<file path="config.mk">
export PLATFORM = sky130hd
export DESIGN_NAME = hbs_ctrl
export DESIGN_NICKNAME = d
export VERILOG_FILES = /design/src/sv/hbs_pkg.sv /design/src/sv/hbs_ctrl.sv
export VERILOG_INCLUDE_DIRS = /design/src /design/src/sv
export SDC_FILE = /design/constraint.sdc
export NUM_CORES = 1
export LEC_CHECK = 0
export ABC_AREA = 0
export BUFFER_PORTS_ARGS = -buffer_cell sky130_fd_sc_hd__buf_2
export CORE_AREA = 2 2 39 41
export DETAILED_ROUTE_END_ITERATION = 12
export DIE_AREA = 0 0 41 43
export PLACE_DENSITY = 0.64
export SLEW_MARGIN = 10
export SYNTH_ARGS = -nofsm -noshare
export SYNTH_HDL_FRONTEND = slang
export SYNTH_SLANG_ARGS = --single-unit
</file>
<file path="constraint.sdc">
create_clock -name clk -period 1.9 [get_ports clk]
set_input_delay 0.475 -clock clk [delete_from_list [all_inputs] [get_ports clk]]
set_output_delay 0.475 -clock clk [all_outputs]
set_load 0.01 [all_outputs]
</file>
<file path="src/sv/heightmap_bilinear_sample_core_defines.svh">
`ifndef HEIGHTMAP_BILINEAR_SAMPLE_CORE_DEFINES_SVH
`define HEIGHTMAP_BILINEAR_SAMPLE_CORE_DEFINES_SVH

// same-cycle implication, held off while reset is low
`define HBS_ASSERT_IMPL(label, clk, rst_n, ante, cons) \
  label: assert property (@(posedge clk) disable iff (!rst_n) (ante) |-> (cons)) \
    else $error("hbs same-cycle check failed");

// next-cycle implication, held off while reset is low
`define HBS_ASSERT_NEXT(label, clk, rst_n, ante, cons) \
  label: assert property (@(posedge clk) disable iff (!rst_n) (ante) |=> (cons)) \
    else $error("hbs next-cycle check failed");

`endif

</file>
<file path="src/sv/hbs_pkg.sv">
`timescale 1ns / 1ps

package hbs_pkg;

  localparam int ADDR_W      = 16;
  localparam int PIX_W       = 8;
  localparam int CRD_W       = 17;
  localparam int DIM_W       = 9;
  localparam int HGT_W       = 16;
  localparam int CFG_IDX_W   = 2;
  localparam int CORNER_W    = 10;
  localparam int STORE_DEPTH = 65536;

  localparam logic [DIM_W-1:0] DIM_RESET = 9'd256;

  // register indexes
  localparam logic [CFG_IDX_W-1:0] REG_MAP_WIDTH  = 2'd0;
  localparam logic [CFG_IDX_W-1:0] REG_MAP_LENGTH = 2'd1;

  // input function codes
  localparam logic FUNC_WRITE = 1'b0;
  localparam logic FUNC_QUERY = 1'b1;

  typedef enum logic [1:0] {
    CORNER_BL,
    CORNER_BR,
    CORNER_TL,
    CORNER_TR
  } corner_t;

  typedef enum logic [2:0] {
    MAC_TL,
    MAC_TR,
    MAC_BL,
    MAC_BR,
    MAC_BOT,
    MAC_TOP
  } mac_step_t;

  typedef struct packed {
    logic      wr_en;
    logic      capture;
    logic      calc_addr;
    logic      rd_en;
    corner_t   rd_sel;
    logic      cap_en;
    corner_t   cap_sel;
    logic      fix_en;
    logic      mac_en;
    mac_step_t mac_step;
    logic      load_out;
  } cmd_t;

  typedef struct packed {
    logic oor;
    logic out_busy;
  } sts_t;

endpackage

</file>
<file path="src/sv/hbs_ctrl.sv">
`timescale 1ns / 1ps
`include "heightmap_bilinear_sample_core_defines.svh"

module hbs_ctrl (
  input  logic          clk,
  input  logic          rst_n,
  input  logic          in_valid,
  input  logic          in_func,
  output logic          in_stall,
  input  hbs_pkg::sts_t sts_i,
  output hbs_pkg::cmd_t cmd_o
);

  import hbs_pkg::*;

  typedef enum logic [3:0] {
    S_IDLE,
    S_ADDR,
    S_RD_BL,
    S_RD_BR,
    S_RD_TL,
    S_RD_TR,
    S_CAP_TR,
    S_FIX,
    S_MAC_TL,
    S_MAC_TR,
    S_MAC_BL,
    S_MAC_BR,
    S_MAC_BOT,
    S_MAC_TOP,
    S_DONE
  } state_t;

  state_t state_r, state_nxt;
  logic   in_stall_r;
  logic   in_acc;

  assign in_acc = in_valid && !in_stall_r;

  always_comb begin
    state_nxt = state_r;
    case (state_r)
      S_IDLE: begin
        if (in_acc && in_func == FUNC_QUERY) state_nxt = S_ADDR;
      end
      S_ADDR:    state_nxt = sts_i.oor ? S_DONE : S_RD_BL;
      S_RD_BL:   state_nxt = S_RD_BR;
      S_RD_BR:   state_nxt = S_RD_TL;
      S_RD_TL:   state_nxt = S_RD_TR;
      S_RD_TR:   state_nxt = S_CAP_TR;
      S_CAP_TR:  state_nxt = S_FIX;
      S_FIX:     state_nxt = S_MAC_TL;
      S_MAC_TL:  state_nxt = S_MAC_TR;
      S_MAC_TR:  state_nxt = S_MAC_BL;
      S_MAC_BL:  state_nxt = S_MAC_BR;
      S_MAC_BR:  state_nxt = S_MAC_BOT;
      S_MAC_BOT: state_nxt = S_MAC_TOP;
      S_MAC_TOP: state_nxt = S_DONE;
      S_DONE: begin
        if (!sts_i.out_busy) state_nxt = S_IDLE;
      end
      default:   state_nxt = S_IDLE;
    endcase
  end

  always_ff @(posedge clk) begin
    if (!rst_n) begin
      state_r    <= S_IDLE;
      in_stall_r <= 1'b0;
    end else begin
      state_r    <= state_nxt;
      in_stall_r <= (state_nxt != S_IDLE);
    end
  end

  assign in_stall = in_stall_r;

  always_comb begin
    cmd_o           = '0;
    cmd_o.rd_sel    = CORNER_BL;
    cmd_o.cap_sel   = CORNER_BL;
    cmd_o.mac_step  = MAC_TL;
    cmd_o.wr_en     = (state_r == S_IDLE) && in_acc && (in_func == FUNC_WRITE);
    cmd_o.capture   = (state_r == S_IDLE) && in_acc && (in_func == FUNC_QUERY);
    case (state_r)
      S_ADDR:    cmd_o.calc_addr = 1'b1;
      S_RD_BL: begin
        cmd_o.rd_en  = 1'b1;
        cmd_o.rd_sel = CORNER_BL;
      end
      S_RD_BR: begin
        cmd_o.rd_en   = 1'b1;
        cmd_o.rd_sel  = CORNER_BR;
        cmd_o.cap_en  = 1'b1;
        cmd_o.cap_sel = CORNER_BL;
      end
      S_RD_TL: begin
        cmd_o.rd_en   = 1'b1;
        cmd_o.rd_sel  = CORNER_TL;
        cmd_o.cap_en  = 1'b1;
        cmd_o.cap_sel = CORNER_BR;
      end
      S_RD_TR: begin
        cmd_o.rd_en   = 1'b1;
        cmd_o.rd_sel  = CORNER_TR;
        cmd_o.cap_en  = 1'b1;
        cmd_o.cap_sel = CORNER_TL;
      end
      S_CAP_TR: begin
        cmd_o.cap_en  = 1'b1;
        cmd_o.cap_sel = CORNER_TR;
      end
      S_FIX:     cmd_o.fix_en = 1'b1;
      S_MAC_TL: begin
        cmd_o.mac_en   = 1'b1;
        cmd_o.mac_step = MAC_TL;
      end
      S_MAC_TR: begin
        cmd_o.mac_en   = 1'b1;
        cmd_o.mac_step = MAC_TR;
      end
      S_MAC_BL: begin
        cmd_o.mac_en   = 1'b1;
        cmd_o.mac_step = MAC_BL;
      end
      S_MAC_BR: begin
        cmd_o.mac_en   = 1'b1;
        cmd_o.mac_step = MAC_BR;
      end
      S_MAC_BOT: begin
        cmd_o.mac_en   = 1'b1;
        cmd_o.mac_step = MAC_BOT;
      end
      S_MAC_TOP: begin
        cmd_o.mac_en   = 1'b1;
        cmd_o.mac_step = MAC_TOP;
      end
      S_DONE:    cmd_o.load_out = !sts_i.out_busy;
      default: begin
      end
    endcase
  end

  // a result is never loaded over a word that is still held
  `HBS_ASSERT_IMPL(a_load_free, clk, rst_n, cmd_o.load_out, !sts_i.out_busy)
  // a taken query starts with the address step
  `HBS_ASSERT_NEXT(a_query_addr, clk, rst_n, cmd_o.capture, state_r == S_ADDR)
  // once the result slot frees the controller goes back to waiting
  `HBS_ASSERT_NEXT(a_done_idle, clk, rst_n, (state_r == S_DONE) && !sts_i.out_busy, state_r == S_IDLE)

endmodule

</file>
==> After elaboration in Yosys (flattened, before gate mapping) <==
Cells that the tools add are included.
{ "word_totals": {"register_bits": 5, "out_inout_bits": 16} }
{ "op_classes": {"bitwise": 1, "n_reduce_logical": 9, "muxes": 10, "eq_ne": 14} }
{ "op_table": {"columns": ["operator", "n"], "rows": [
  ["one-hot mux 4 bit (15 select lines)", 1],
  ["equality test 4 bit (second input constant)", 7],
  ["one-hot mux 3 bit (4 select lines)", 2],
  ["one-hot mux 4 bit (6 select lines)", 1],
  ["equality test 4 x 3 -> 1 bit (second input constant)", 4],
  ["2-to-1 mux 4 bit", 3],
  ["equality test 4 x 2 -> 1 bit (second input constant)", 2],
  ["logical AND 1 bit", 5],
  ["equality test 4 x 1 -> 1 bit (second input constant)", 1],
  ["logical NOT 4 bit", 1],
  ["nonzero test 4 bit", 1],
  ["2-to-1 mux 1 bit", 3],
  ["logical NOT 1 bit", 2],
  ["inverter 1 bit", 1]
]} }

==> Depth between registers and ports, before layout <==
Gate-level depths: netlist of run 1.
{ "logic_depth": {"word_depth": 6, "depth_mapped": 5, "depth_no_buf": 4} }

==> Least setup slack after synthesis of run 1 <==
No wires, ideal clock.
{ "synth_path": {"path_kind": "flip-flop to output port", "start": "reg state_r[1]", "end": "out cmd_o[8] in the netlist's numbering", "path_stages_with_launch": 5, "t_arrival_ns": 1.075, "t_required_ns": 1.425, "setup_slack_ns": 0.350, "cell_sequence": "dfxtp_1 -> buf_6 -> xnor2_1 -> nor3_1 -> or2_2"} }
{ "synth_rtl": {"columns": ["element", "line_no", "source"], "rows": [
  ["start, declared", "hbs_ctrl.sv:34", "state_t state_r, state_nxt;"],
  ["start signal, assigned", "hbs_ctrl.sv:71", "state_r <= state_nxt;"],
  ["end, declared", "hbs_ctrl.sv:11", "output hbs_pkg::cmd_t cmd_o"]
]} }

==> impl_results.rst, run 1 <==
.. list-table::
   :header-rows: 1

   * - Metric
     - Value
   * - Maximum number of pins on one net before global-route repair
     - 14
   * - Die boundary width
     - 41 microns
   * - Critical setup path kind
     - register to primary output
   * - Post-synthesis async set-or-reset flop share
     - 0%
   * - Count of input and output buffers
     - 21
   * - Clock tree from TritonCTS
     - yes
   * - Ordered cell list for the critical path
     - xnor2_1 -> nor3_1 -> or2_2 -> buf_2
   * - Overall die height
     - 43 microns
   * - Total Wirelength
     - 972 microns
   * - Outcome
     - finished, final reports clean
   * - Max rail drop VDD
     - 0.491 mV
   * - Final routed DRC violation total
     - 0
   * - Number of nets with antenna violations after routing
     - 0
   * - I/O pin count
     - 22
   * - Number of synthesized register bits
     - 5
   * - Detailed-routing iteration count for the pre-antenna-repair pass
     - 3
   * - Class of the worst hold path
     - input port to register
   * - Area of the core region
     - 0.00138 sq mm
   * - Wire length of the first global-routing pass
     - 1450 microns
   * - Final period utilization
     - 95.9%
   * - Final Skew
     - 0.00238 ns
   * - Worst-margin pin slew
     - 0.270 ns
   * - TNS Setup
     - 0 ns
   * - Internal
     - 479 uW
   * - Die footprint
     - 0.00176 sq mm
   * - Critical path peak fanout
     - 13
   * - Number of clock sinks
     - 5
   * - WP buf/inv
     - 1
   * - Pwr/cell area
     - 1470 mW/mm^2
   * - Delay of the slowest cell on the worst path
     - 0.45 ns
   * - Total number of vias
     - 445
   * - Upper clock frequency limit
     - 549 MHz
   * - Number of global-route vias before repair
     - 380
   * - CTS Root Buffer Type
     - sky130_fd_sc_hd__clkbuf_4
   * - NetSw
     - 373 uW
   * - Weighted congestion reported at the end of routability-driven placement
     - 0.727
   * - Worst-path clk slew
     - 0.04 ns
   * - Min cycle time layout
     - 1.82 ns
   * - Net Sw Frac
     - 43.8%
   * - Top cell family by delay on the critical path
     - flip-flops
   * - R2R Setup Slk
     - 0.42 ns
   * - Post-Synthesis Mean Instance Area
     - 7.72 sq um
   * - Headroom to the max-slew limit
     - 81.9%
   * - Later-pin clock latency in the skew report
     - 0.24 ns
   * - Primary FF master, synth
     - sky130_fd_sc_hd__dfxtp_1
   * - Setup slack at placement
     - 0.214 ns
   * - Relative area change from synthesis to final layout
     - 29.6%
   * - Unrepaired setup endpoints after global routing
     - false
   * - P_leak
     - 0.320 nW
   * - Combined area of all synthesized cells
     - 448 sq um
   * - Number of synthesized flops with an enable pin
     - 0
   * - Clk buf depth
     - 2
   * - Worst EP required
     - 1.42 ns
   * - Fraction of layout cells with a size suffix above 1
     - 53.1%
   * - Std-Cell Rows
     - 14
   * - Post-DR wirelength/cell
     - 10.0 microns
   * - Worst hold slack
     - 0.490 ns
   * - Initial DRC count
     - 6
   * - Antenna violations before repair
     - 0
   * - Number of nets in the finished design
     - 88
   * - Clock power share
     - 14.3%
   * - Worst path slowest cell
     - sky130_fd_sc_hd__dfxtp_2
   * - Antenna cells
     - 0
   * - Total global routing overflow
     - 0
   * - Final count of pins violating max slew
     - 0
   * - Utilization of the core after routing
     - 42.0%
   * - Post-route setup slack
     - 0.0782 ns
   * - Count of yosys warnings during synthesis
     - 0
   * - Count of endpoints failing hold in the final timing report
     - 0
   * - Sequential share of power
     - 31.2%
   * - Unique masters post-synth
     - 28
   * - Number of max-cap violations
     - 0
   * - Proportion of power drawn by combinational gates
     - 54.5%
   * - Net Count, Synth
     - 64
   * - GR Util All Layers
     - 12.4%
   * - Gate Count Post-Synth
     - 58
   * - Worst path arrival time
     - 1.35 ns
   * - CTS H-tree lvls
     - 1
   * - Vias per Instance
     - 4.59
   * - Total power
     - 852 uW
   * - Seq/Total Area, Yosys
     - 22.3%
   * - Final number of setup-violating endpoints
     - 0
   * - Effective utilization at floorplan
     - 32.4%
   * - Critical Path End Type
     - primary output
   * - Worst Setup Start Kind
     - register
   * - HPWL reported at the end of detailed placement
     - 779 microns
   * - Clock buffer count from CTS
     - 3
-- worst register-to-register path: cells and delay by family, from the launching register on --
kind / cells / cell delay [ns]
and+or+nand+nor: 2 / 0.68
DFF: 1 / 0.45
AOI/OAI and AO/OA: 2 / 0.22
-- placed cells by master (no fill, tap or decap), drive strengths merged --
cell | Yosys | final
dfxtp | 5 | 5
and3 | 4 | 4
nand2 | 5 | 5
inv | 6 | 6
xnor2 | 1 | 1
nor4b | 1 | 1
nor2b | 1 | 1
a31oi | 1 | 1
and2b | 1 | 1
o21bai | 2 | 2
and2 | 1 | 1
o21ai | 4 | 4
a21oi | 3 | 3
buf | 4 | 23
nor3 | 5 | 5
or4b | 1 | 1
nand2b | 3 | 3
clkbuf | 0 | 4
or2 | 2 | 2
a211oi | 1 | 1
and3b | 1 | 1
nor2 | 6 | 6
-- worst paths after layout --
kind	to	startpoint	cells past startpoint
min	state_r[3]	rst_n	3
max reg2reg	in_stall	state_r[1]	4
max	cmd_o[8]	state_r[1]	4
min reg2reg	state_r[2]	state_r[0]	2
-- state kept, by name (all words and copies together), names as in the netlist --
register  cells
state_r       4
in_stall      1
-- final cells by class --
type                       instances  area (sq um)
fill                             154           803
tap                               16          20.0
clock buffer                       4          26.3
inverter                           6          22.5
sequential                         5           105
timing repair buffer              23           120
multi-input combinational         43           287
-- power by group through the flow --
stage / clock (mW) / combinational (mW) / sequential [mW]
2_1_floorplan: 0 / 0.426 / 0.194
3_3_place_gp: 0 / 0.464 / 0.253
3_5_place_dp: 0 / 0.467 / 0.254
4_1_cts: 0.128 / 0.471 / 0.261
5_1_grt: 0.128 / 0.524 / 0.280
6_report: 0.122 / 0.464 / 0.266
-- synthesized netlist by cell type, types with 2 or more instances --
master | count | share of area (%)
sky130_fd_sc_hd__inv_1 | 6 | 5.0
sky130_fd_sc_hd__nor2_1 | 6 | 5.0
sky130_fd_sc_hd__dfxtp_1 | 5 | 22
sky130_fd_sc_hd__nor3_1 | 5 | 5.6
sky130_fd_sc_hd__buf_6 | 4 | 10
sky130_fd_sc_hd__nand2_1 | 4 | 3.4
sky130_fd_sc_hd__and3_2 | 3 | 5.0
sky130_fd_sc_hd__a21oi_1 | 2 | 2.2
sky130_fd_sc_hd__nand2b_1 | 2 | 2.8
sky130_fd_sc_hd__o21ai_1 | 2 | 2.2
sky130_fd_sc_hd__or2_2 | 2 | 2.8
-- metrics by stage --
step / std cells / cell area [sq um]
3_5_place_dp: 93 / 543
5_1_grt: 97 / 581
4_1_cts: 97 / 578
3_3_place_gp: 93 / 543
2_1_floorplan: 58 / 448
6_report: 97 / 581
-- layer usage --
metal,up-vias,global-route usage [%],share of wire (%)
li1,238,-,-
met2,16,18.8,44
met5,-,0,0
met3,2,1.57,7.7
met4,0,10.0,2.0
met1,189,14.6,46
-- logic make-up (layout without fill, tap and decap cells) --
| family | Yosys count | in the layout | share of synthesized area (%) |
|---|---|---|---|
| flip-flops | 5 | 5 | 22.3 |
| XOR/XNOR | 1 | 1 | 1.96 |
| AND/OR/NAND/NOR | 31 | 31 | 41.3 |
| buffers and inverters | 10 | 33 | 15.1 |
| AO/OA/AOI/OAI | 11 | 11 | 19.3 |
-- timing repair --
action	CTS	global route
setup buffers	0	0
gates cloned	0	0
setup endpoints to repair	3	2
resized for setup	3	2
hold buffers	0	0
Note: power is estimated with default switching activity, not from simulation.
==> inputs of run 2 (changes only) <==
--- a/config.mk
+++ b/config.mk
@@ -12,7 +12,8 @@
 export DETAILED_ROUTE_END_ITERATION = 12
 export DIE_AREA = 0 0 41 43
-export PLACE_DENSITY = 0.64
+export PLACE_DENSITY = 0.61
 export SLEW_MARGIN = 10
 export SYNTH_ARGS = -nofsm -noshare
 export SYNTH_HDL_FRONTEND = slang
 export SYNTH_SLANG_ARGS = --single-unit
+export TNS_END_PERCENT = 10
==> constraint.sdc (replaced) <==
create_clock -name clk -period 1.9 [get_ports clk]
set_input_delay 0.19 -clock clk [delete_from_list [all_inputs] [get_ports clk]]
set_output_delay 0.19 -clock clk [all_outputs]
set_load 0.01 [all_outputs]
==> run 2 against run 1 <==
  * First-iteration DRC count decreased by 67%
  * Total power decreased by 5.8%
  * Count of clock-buffer cells in the layout unchanged
  * Critical path depth unchanged
  * Design area fell by 4.5%
  * Setup slack gained 0.070 ns
  * Worst hold slack got worse by 0.27 ns
  * Die area stayed put
  * Global-route usage fell by 0.60 points
  * Sequential share of layout area about the same
  * Routed wire length is 4.7% lower
  * Via count down 0.45%
  * Critical path type unchanged
  * Largest power group unchanged
==> impl_results.rst, run 2 (synthesized netlist as in run 1, its figures left out) <==
.. list-table::
   :header-rows: 1

   * - Metric
     - Value
   * - Weighted congestion reported at the end of routability-driven placement
     - 0.690 (-5.1%)
   * - Vias per Instance
     - 4.66 (+1.6%)
   * - Number of max-cap violations
     - 0 (unchanged)
   * - Count of input and output buffers
     - 21 (unchanged)
   * - Post-cts hold buffer count
     - 0 (unchanged)
   * - Worst path slowest cell
     - sky130_fd_sc_hd__dfxtp_1
   * - Total Wirelength
     - 926 microns (-4.7%)
   * - Proportion of power drawn by combinational gates
     - 51.2% (-3.3 points)
   * - Unrepaired setup endpoints after global routing
     - false
   * - Pwr/cell area
     - 1450 mW/mm^2 (-1.4%)
   * - Headroom to the max-slew limit
     - 69.3% (-13 points)
   * - Final count of pins violating max slew
     - 0 (unchanged)
   * - Filler cells
     - 154 (unchanged)
   * - Total global routing overflow
     - 0 (unchanged)
   * - Worst-path clk slew
     - 0.04 ns (about the same)
   * - Wire length of the first global-routing pass
     - 1390 microns (-3.9%)
   * - Sequential share of power
     - 34.0% (+2.8 points)
   * - Post-cts gate resize count
     - 0 (-3)
   * - Antenna cells
     - 0 (unchanged)
   * - Cell Count, Final, Fillers Out
     - 95 (-2.1%)
   * - Clk buf depth
     - 2 (unchanged)
   * - Net Sw Frac
     - 45.2% (+1.4 points)
   * - Critical path peak fanout
     - 15 (+2)
   * - Std-Cell Rows
     - 14 (unchanged)
   * - Critical Path End Type
     - primary output
   * - Worst path arrival time
     - 1.56 ns (+0.21 ns)
   * - Worst EP required
     - 1.71 ns (+0.29 ns)
   * - Min cycle time layout
     - 1.75 ns (-0.0700 ns)
   * - Final number of setup-violating endpoints
     - 0 (unchanged)
   * - WP buf/inv
     - 1 (unchanged)
   * - Post-DR wirelength/cell
     - 9.75 microns (-2.7%)
   * - Number of nets with antenna violations after routing
     - 0 (unchanged)
   * - Initial DRC count
     - 2 (-4)
   * - # Post-CTS Setup Buffers
     - 0 (unchanged)
   * - Instance count after placement with tap cells included
     - 91 (-2.2%)
   * - Total number of vias
     - 443 (-0.45%)
   * - NetSw
     - 362 uW (-2.9%)
   * - Later-pin clock latency in the skew report
     - 0.24 ns (about the same)
   * - Number of flip-flops under the largest register name
     - 4 (unchanged)
   * - Ordered cell list for the critical path
     - nand2b_2 -> nor2_1 -> or2_2 -> buf_2
   * - TNS Setup
     - 0 ns (unchanged)
   * - Max rail drop VDD
     - 0.448 mV (-8.8%)
   * - Antenna violations before repair
     - 0 (unchanged)
   * - Overall die height
     - 43 microns (unchanged)
   * - Detailed-routing iteration count for the pre-antenna-repair pass
     - 2 (-1)
   * - CTS H-tree lvls
     - 1 (unchanged)
   * - Number of clock sinks
     - 5 (unchanged)
   * - Effective utilization at floorplan
     - 32.4% (unchanged)
   * - Fraction of layout cells with a size suffix above 1
     - 45.6% (-7.5 points)
   * - HPWL reported at the end of detailed placement
     - 755 microns (-3.0%)
   * - Delay of the slowest cell on the worst path
     - 0.60 ns (+0.15 ns)
   * - Worst Setup Start Kind
     - register
   * - Number of global-route vias before repair
     - 350 (-7.9%)
   * - Die boundary width
     - 41 microns (unchanged)
   * - GR Util All Layers
     - 11.8% (-0.60 points)
   * - Worst-margin pin slew
     - 0.460 ns (+0.190 ns)
   * - Class of the worst hold path
     - input port to register
   * - Internal
     - 440 uW (-8.1%)
   * - CTS Root Buffer Type
     - sky130_fd_sc_hd__clkbuf_4
   * - Top reg by flops
     - state_r
   * - Commonest non-fill, non-tap cell in the layout
     - sky130_fd_sc_hd__buf_2
   * - Outcome
     - finished, final reports clean
   * - Area of the core region
     - 0.00138 sq mm (unchanged)
   * - Count of endpoints failing hold in the final timing report
     - 0 (unchanged)
   * - Final period utilization
     - 92.2% (-3.7 points)
   * - Utilization of the core after routing
     - 40.1% (-1.9 points)
   * - Upper clock frequency limit
     - 571 MHz (+4.0%)
   * - Final routed DRC violation total
     - 0 (unchanged)
   * - P_leak
     - 0.306 nW (-4.4%)
   * - I/O pin count
     - 22 (unchanged)
   * - Commonest cells after routing, fill and taps aside
     - 21 x sky130_fd_sc_hd__buf_2, 6 x sky130_fd_sc_hd__nor2_1, 6 x sky130_fd_sc_hd__inv_1, 5 x sky130_fd_sc_hd__nor3_1, 5 x sky130_fd_sc_hd__dfxtp_1
   * - Number of nets in the finished design
     - 86 (-2.3%)
   * - Clock tree from TritonCTS
     - yes
   * - Clock buffer count from CTS
     - 3 (unchanged)
   * - Final Skew
     - 0.000827 ns (-0.00156 ns)
   * - Relative area change from synthesis to final layout
     - 23.7%
   * - Critical setup path kind
     - register to primary output
   * - Maximum number of pins on one net before global-route repair
     - 16 (+2)
   * - Clock power share
     - 14.8% (+0.5 points)
   * - Top cell family by delay on the critical path
     - flip-flops
   * - Die footprint
     - 0.00176 sq mm (unchanged)
[run 2: worst paths after layout]
kind | start | to | slack (ns) | depth (start not counted)
min | rst_n | state_r[3] | 0.22 | 3
min reg2reg | state_r[0] | state_r[2] | 0.65 | 2
max reg2reg | state_r[3] | in_stall | 0.24 | 4
max | state_r[3] | cmd_o[8] | 0.15 | 4
[run 2: worst reg2reg max path: stages, from the launching register on]
cell and delay, ns:
sky130_fd_sc_hd__dfxtp_1 0.60, sky130_fd_sc_hd__and2b_1 0.24, sky130_fd_sc_hd__o21ai_1 0.10, sky130_fd_sc_hd__a211oi_1 0.10, sky130_fd_sc_hd__or4b_1 0.50
[run 2: power groups by stage]
| stage | Combinational [mW] | Sequential, mW | Clock (mW) |
|---|---|---|---|
| after floorplan | 0.426 | 0.194 | 0 |
| after global placement | 0.412 | 0.275 | 0 |
| after detailed placement | 0.418 | 0.276 | 0 |
| after CTS | 0.419 | 0.275 | 0.126 |
| after global routing | 0.461 | 0.286 | 0.134 |
| final | 0.411 | 0.273 | 0.119 |
[run 2: layout make-up]
cell class | count | area (sq um) | area share, %
Clock buffer | 4 | 26.3 | 4.74
Inverter | 6 | 22.5 | 4.06
Tap cell | 16 | 20.0 | 3.61
Timing Repair Buffer | 21 | 105 | 19.0
Multi-Input combinational cell | 43 | 280 | 50.6
Sequential cell | 5 | 100 | 18.1
[run 2: metrics by stage]
step / setup slack, ns / area, sq um / total power [mW] / hold slack, ns
global route: 0.0327 / 554 / 0.881 / 0.222
global placement: 0.256 / 528 / 0.688 / 0.476
finish: 0.148 / 554 / 0.802 / 0.215
CTS: 0.126 / 554 / 0.820 / 0.205
detailed placement: 0.233 / 528 / 0.693 / 0.461
floorplan: 0.514 / 448 / 0.621 / 0.317
[run 2: per-layer routing]
layer  vias up  global-route usage (%)  part of all wire [%]
li1        235                       -                     -
met1       196                    12.9                    44
met2        12                    17.5                    49
met3         0                    4.71                   6.8
met4         0                    8.00                     0
met5         -                       0                     0
